### src/sv/lsd_pkg.sv
// Package: shared constants and types for the latency spike detector.
`timescale 1ns / 1ps
package lsd_pkg;
   localparam int CHANNELS_DEF  = 16;
   localparam int FRAC_BITS_DEF = 8;
   localparam int LAT_W   = 20;
   localparam int CNT_W   = 24;
   localparam int SPK_W   = 16;
   localparam int M2_W    = 64;
   localparam int OUT_MEAN_W = 28;
   localparam int CSR_IDX_W  = 2;
   localparam int CSR_DAT_W  = 20;

   localparam logic [CSR_IDX_W-1:0] REG_MIN_BASELINE = 2'd0;
   localparam logic [CSR_IDX_W-1:0] REG_FLOOR        = 2'd1;
   localparam logic [CSR_IDX_W-1:0] REG_HARD_LIMIT   = 2'd2;
   localparam logic [CSR_IDX_W-1:0] REG_SIGMA        = 2'd3;

   localparam logic [7:0]        MIN_BASELINE_RST = 8'd5;
   localparam logic [LAT_W-1:0]  FLOOR_RST        = 20'd80;
   localparam logic [LAT_W-1:0]  HARD_LIMIT_RST   = 20'd200;
   localparam logic [3:0]        SIGMA_RST        = 4'd2;

   localparam logic [SPK_W-1:0]  WARN_A = 16'd5;
   localparam logic [SPK_W-1:0]  WARN_B = 16'd15;
   localparam logic [SPK_W-1:0]  WARN_C = 16'd30;

   typedef struct packed {
      logic [7:0]       min_baseline;
      logic [LAT_W-1:0] floor_ms;
      logic [LAT_W-1:0] hard_limit_ms;
      logic [3:0]       sigma;
   } cfg_type;

   typedef enum logic [3:0] {
      ST_IDLE, ST_READ, ST_DIV, ST_MEAN, ST_PROD, ST_ACC,
      ST_LHS, ST_RHS, ST_CMP, ST_OUT
   } state_type;
endpackage

### src/sv/lsd_front.sv
// Front end: accepts beats, folds the channel index, two-entry queue to the engine.
`timescale 1ns / 1ps
module lsd_front #(
   parameter int CHANNELS = lsd_pkg::CHANNELS_DEF,
   parameter int CH_W = 4
) (
   input  logic                      clock,
   input  logic                      reset,
   input  logic                      req_valid,
   output logic                      req_stall,
   input  logic [3:0]                req_channel_index,
   input  logic [lsd_pkg::LAT_W-1:0] req_latency_ms,
   output logic                      q_valid,
   input  logic                      q_pop,
   output logic [CH_W-1:0]           q_ch,
   output logic [lsd_pkg::LAT_W-1:0] q_lat
);
   localparam int W = CH_W + lsd_pkg::LAT_W;
   logic [W-1:0] mem_ff [2];
   logic [1:0]   cnt_ff, cnt_in;
   logic         rd_ff, rd_in, wr_ff, wr_in;
   logic         push;
   logic [CH_W-1:0] ch_fold;

   // Index folds onto the channel range through a small constant table.
   always_comb begin
      ch_fold = '0;
      for (int i = 0; i < 16; i++) begin
         if (req_channel_index == 4'(i)) ch_fold = CH_W'(i % CHANNELS);
      end
   end

   assign req_stall = cnt_ff == 2'd2;
   assign push      = req_valid && !req_stall;
   assign q_valid   = cnt_ff != 2'd0;
   assign {q_ch, q_lat} = mem_ff[rd_ff];

   always_comb begin
      cnt_in = cnt_ff + 2'(push) - 2'(q_pop);
      rd_in  = rd_ff ^ q_pop;
      wr_in  = wr_ff ^ push;
   end

   always_ff @(posedge clock) begin
      if (reset) begin
         cnt_ff <= '0;
         rd_ff  <= 1'b0;
         wr_ff  <= 1'b0;
      end else begin
         cnt_ff <= cnt_in;
         rd_ff  <= rd_in;
         wr_ff  <= wr_in;
      end
      if (push) mem_ff[wr_ff] <= {ch_fold, req_latency_ms};
   end
endmodule

### config.mk
export PLATFORM = sky130hd
export DESIGN_NAME = lsd_front
export DESIGN_NICKNAME = d
export VERILOG_FILES = /design/src/sv/lsd_pkg.sv /design/src/sv/lsd_front.sv
export SDC_FILE = /design/constraint.sdc
export NUM_CORES = 1
export LEC_CHECK = 0
export BUFFER_PORTS_ARGS = -buffer_cell sky130_fd_sc_hd__buf_2
export CORE_AREA = 2 2 75 77
export CTS_CLUSTER_SIZE = 24
export DETAILED_ROUTE_END_ITERATION = 8
export DIE_AREA = 0 0 77 79
export PLACE_DENSITY_LB_ADDON = 0.12
export SLEW_MARGIN = 15
export SYNTH_ARGS = -nofsm -noshare
export SYNTH_HDL_FRONTEND = slang
export SYNTH_SLANG_ARGS = --single-unit
### constraint.sdc
create_clock -name clock -period 1.95 [get_ports clock]
set_input_delay 0.39 -clock clock [delete_from_list [all_inputs] [get_ports clock]]
set_output_delay 0.39 -clock clock [all_outputs]
set_load 0.005 [all_outputs]
# After elaboration in Yosys (flattened, before gate mapping)
# Memory sizes are Yosys's and may differ from the RTL's. A register that Yosys moved wholly into a read port is not among the register bits.
# Index checks and enable logic that the tools add are counted.
dict set report op_classes {
  add_sub_neg 2
  eq_ne 16
  n_mux 18
  bitwise 2
  reduce_logical 3
}
# operator n
set ops {}
lappend ops {{4-bit two-way mux} 14}
lappend ops {{4-bit == test, second input constant} 8}
lappend ops {{4-bit by 3-bit == test with 1-bit output, second input constant} 4}
lappend ops {{4-bit by 2-bit == test with 1-bit output, second input constant} 2}
lappend ops {{4-bit by 1-bit == test with 1-bit output, second input constant} 1}
lappend ops {{1-bit two-way mux} 4}
lappend ops {{2-bit by 1-bit adder with 2-bit output} 1}
lappend ops {{2-bit == test, second input constant} 1}
lappend ops {{2-bit nonzero test} 1}
lappend ops {{2-bit by 1-bit subtractor with 2-bit output} 1}
lappend ops {{1-bit XOR} 2}
lappend ops {{1-bit logical AND} 1}
lappend ops {{1-bit zero test} 1}
dict set report totals {
  register_bits 4
  ram_bits 48
  in_bits 28
  output_inout_bits 26
  wordCells 45
  memories 1
}
# name depth word_bits rd rd_clocked_by_memory_dff write_ports line
set mem_list {}
lappend mem_list {mem_ff 2 24 1 1 1 lsd_front.sv:19} ;# logic [W-1:0] mem_ff [2];

# Logic depth before layout (Yosys ltp)
dict set report depth {
  ltp_word 16
  depth_mapped 7
  depth_no_buf 7
}

# Worst setup path before layout
# No wires, ideal clock.
dict set report synth_path {
  kind {reg2reg}
  start {reg cnt_ff[0]}
  end {mem mem_ff[1][0] (netlist name) (enable)}
  setup_ns 0.383
  arrival_time_ns 1.246
  required_ns 1.567
  path_slack_ns 0.321
  stages_incl_launch_ff 4
  n_path_buf 0
  synth_period_minus_slack_ns 1.629
  path_cell_list {dfxtp_1 > nand2b_1 > and2_1 > ha_1}
}
dict set report synth_via {
  elab_chain_cells 5
}
# item line
set synth_rtl {}
lappend synth_rtl {{start: declaration} lsd_front.sv:20} ;# logic [1:0] cnt_ff, cnt_in;
lappend synth_rtl {{start signal: assignment} lsd_front.sv:50} ;# cnt_ff <= cnt_in;
lappend synth_rtl {{2-bit == test} lsd_front.sv:33} ;# assign req_stall = cnt_ff == 2'd2;
lappend synth_rtl {{1-bit zero test} lsd_front.sv:34} ;# assign push = req_valid && !req_stall;
lappend synth_rtl {{1-bit logical AND} lsd_front.sv:34}
lappend synth_rtl {{1-bit two-way mux} lsd_front.sv:54} ;# if (push) mem_ff[wr_ff] <= {ch_fold, req_latency_ms};
lappend synth_rtl {{1-bit two-way mux (not written as such)} lsd_front.sv:54}
lappend synth_rtl {{end: declaration} lsd_front.sv:19}
# Every way passes these cells.

==> metrics.md <==
| Metric | Value |
|---|---|
| Post-Syn Area | 2060 µm² |
| Initial Util | 38.6% |
| Number of antenna violations at the first check in global routing | 0 |
| Worst min path class | primary input to flip-flop |
| H-tree depth reported by CTS | 2 |
| Top-Level Pins | 54 |
| Antenna Diode Count | 0 |
| Number of search-and-repair iterations in the first detailed-routing pass | 4 |
| Clk root buf | clkbuf_8 |
| Number of instances resized during post-cts repair | 0 |
| Average cell area after synthesis | 20.6 µm² |
| Clock buffers created by TritonCTS | 5 |
| Setup crit start kind | flip-flop |
| Final worst hold slack | 0.266 ns |
| Critical register-to-register path startpoint | cnt_ff[0] |
| Setup CP Type | flip-flop to primary output |
| Worst Path Required | 1.56 ns |
| Layout net count | 190 |
| Timing-limited maximum frequency | 534 MHz |
| Total wirelength of the detailed-routed design | 3190 µm |
| Number of clock sinks | 52 |
| Routed WL per cell | 13.8 µm |
| R2R depth | 4 |
| Hold Violations, Final | 0 |
| Max-cap viol count | 0 |
| Worst-case hold path end point | mem_ff[1][17] |
| Clock latency reported for the late side of the worst-skew pair | 0.30 ns |
| Final max-slew violation count | 0 |
| Number of buffers inserted by port buffering | 53 |
| Tot Pwr | 2.76 mW |
| Power density over the cells | 1100 nW/µm² |
| Vias per Instance | 4.35 |
| Initial detailed-routing violation count | 22 |
| Vias post-DR | 1006 |
| CTS clock-pin slew for the worst setup and hold paths | 0.09 ns |
| Hold path startpoint | req_latency_ms[17] |
| TritonCTS clock tree | yes |
| Min Tclk post-route | 1.87 ns |
| Count of hold buffers inserted by post-cts repair | 0 |
| Arrival time at the worst endpoint | 1.48 ns |
| Unrepaired setup endpoints after global routing | false |
| Sum of overflow across all layers after global routing | 0 |
| Share of flip-flops with an asynchronous set or reset after synthesis | 0% |
| Result of the run | finished clean |
| Maximum clock path buffer count | 2 |
| DIE AREA | 6080 µm² |
| Area added between synthesis and finish | 21.9% |
| Clock Skews | 0.00616 ns |
| Top library cells by usage in the layout, fill and taps aside | buf_2, edfxtp_1, mux2_4, mux2_2, clkbuf_8 |
| Detailed placer's ending HPWL | 2250 µm |
| Syn Nets | 132 |
| Count of distinct cell types in the synthesized netlist | 17 |
| Relative slew slack | 81.9% |
| Type of destination of the critical path | primary output |
| Area of the core | 5340 µm² |
| Number of antenna-violating nets in the routed design | 0 |
| Count of endpoints failing setup in the final report | 0 |
| Final period util | 96.1% |
| DR DRC count | 0 |
| Worst-path cell chain | buf_12 -> mux2_4 -> buf_2 |
| Pin count of the biggest net entering global routing | 18 |
| Most frequent standard cell in the layout excluding fill and tap cells | buf_2 |
| RR Endpoint | mem_ff[1][13] |
| Overall routing resource usage | 11.1% |
| First-pass GRT wire length | 5050 µm |
| Final weighted congestion of routability-driven global placement | 0.702 |
| Die height | 79 µm |
| Portion of the post-synthesis area used by sequential elements | 73.8% |
| Syn. warnings | 0 |
| Slowest stage cell, crit path | dfxtp_2 |
| Primary flip-flop cell chosen by synthesis mapping | edfxtp_1 |
| Cell count of the worst hold path | 1 |
| Critical-path maximum fanout | 17 |
| Number of global-route vias before repair | 1053 |
| Chip Width | 77 µm |
| Share of cells above drive strength 1 | 57.9% |
| Number of flops mapped to enable cells by yosys | 48 |
| Setup slack of the most critical reg-to-reg path | 0.51 ns |
| Number of fill cells | 502 |
| Leakage power | 1.02 nW |
| Post-synthesis instance total | 100 |
| Number of synthesized register bits | 52 |
| Max stage delay on crit path | 0.50 ns |
| Placement Rows | 27 |
| Largest vdd supply drop | 0.000517 V |
| Post CTS Setup Buffer Count | 0 |
| TNS Setup | 0 ns |
| Worst Tran Pin Value | 0.272 ns |
-- synthesized netlist by cell type (2+ instances only) --
| cell type | n | share of area, % |
|---|---|---|
| nor2_1 | 3 | 0.55 |
| clkbuf_1 | 4 | 0.73 |
| dfxtp_1 | 4 | 3.9 |
| mux2_4 | 19 | 14 |
| inv_1 | 3 | 0.55 |
| ha_1 | 4 | 2.4 |
| edfxtp_1 | 48 | 70 |
| buf_12 | 2 | 1.9 |
| mux2_2 | 5 | 2.7 |
-- through the flow --
stage	instances	utilization, %	cell area (µm²)	setup WS, ns
detailed placement	223	45.0	2400	0.388
global route	231	47.1	2510	0.00542
global placement	223	45.0	2400	0.412
finish	231	47.1	2510	0.0763
CTS	231	47.1	2510	0.0408
floorplan	100	-	2060	0.321
-- cells by family (layout without fill, tap and decap cells) --
kind of cell               Yosys count  count (layout)  synth area share [%]
DFF                                 52              52                  73.8
muxes                               24              24                  16.6
xor gates and xnor gates             2               2                  1.52
buffers and inverters               10              69                  3.76
adders and majority gates            4               4                  2.43
and+or+nand+nor                      8               8                  1.94
-- sequential cells by signal, summed over array words and instances, names as in the netlist --
name / count
wr_ff: 1
mem_ff: 48
rd_ff: 1
cnt_ff: 2
-- worst max-delay path, delay by kind of cell (launching register included) --
kind	cells	cell delay, ns
buf+inv	2	0.35
flops	1	0.50
mux	1	0.32
-- report_power, final --
group          switching, mW  internal, mW
Clock                  0.342         0.380
Sequential            0.0545          1.43
Combinational          0.244         0.319
-- per-layer routing --
| metal | routed length (µm) | part of all wire [%] | vias up | track usage (%) |
|---|---|---|---|---|
| met3 | 237 | 7.4 | 5 | 4.66 |
| met1 | 1240 | 39 | 485 | 11.7 |
| met4 | 57 | 1.8 | 0 | 4.82 |
| met2 | 1650 | 52 | 33 | 19.6 |
| met5 | 0 | 0 | - | 0 |
| li1 | - | - | 483 | - |
-- cell type report --
cell class	count	area, µm²	share of cell area, %
Clock buffer	5	68.8	2.74
Timing Repair Buffer	58	315	12.5
Tap cell	72	90.1	3.58
Sequential cell	52	1520	60.6
Clock inverter	3	42.5	1.69
Inverter	3	11.3	0.448
Multi-Input combinational cell	38	463	18.4
-- how the worst max path moves through the flow --
stage / startpoint / endpoint / slack (ns) / cells after the start
final: rd_ff / q_lat[18] / 0.08 / 3
after detailed placement: rd_ff / q_lat[18] / 0.39 / 3
after CTS: rd_ff / q_lat[18] / 0.04 / 3
after floorplan: cnt_ff[0] / mem_ff[1][0] / 0.32 / 3
after global placement: rd_ff / q_lat[18] / 0.41 / 3
after global routing: rd_ff / q_lat[18] / 0.005 / 3
Note: power is estimated with default switching activity, not from simulation.
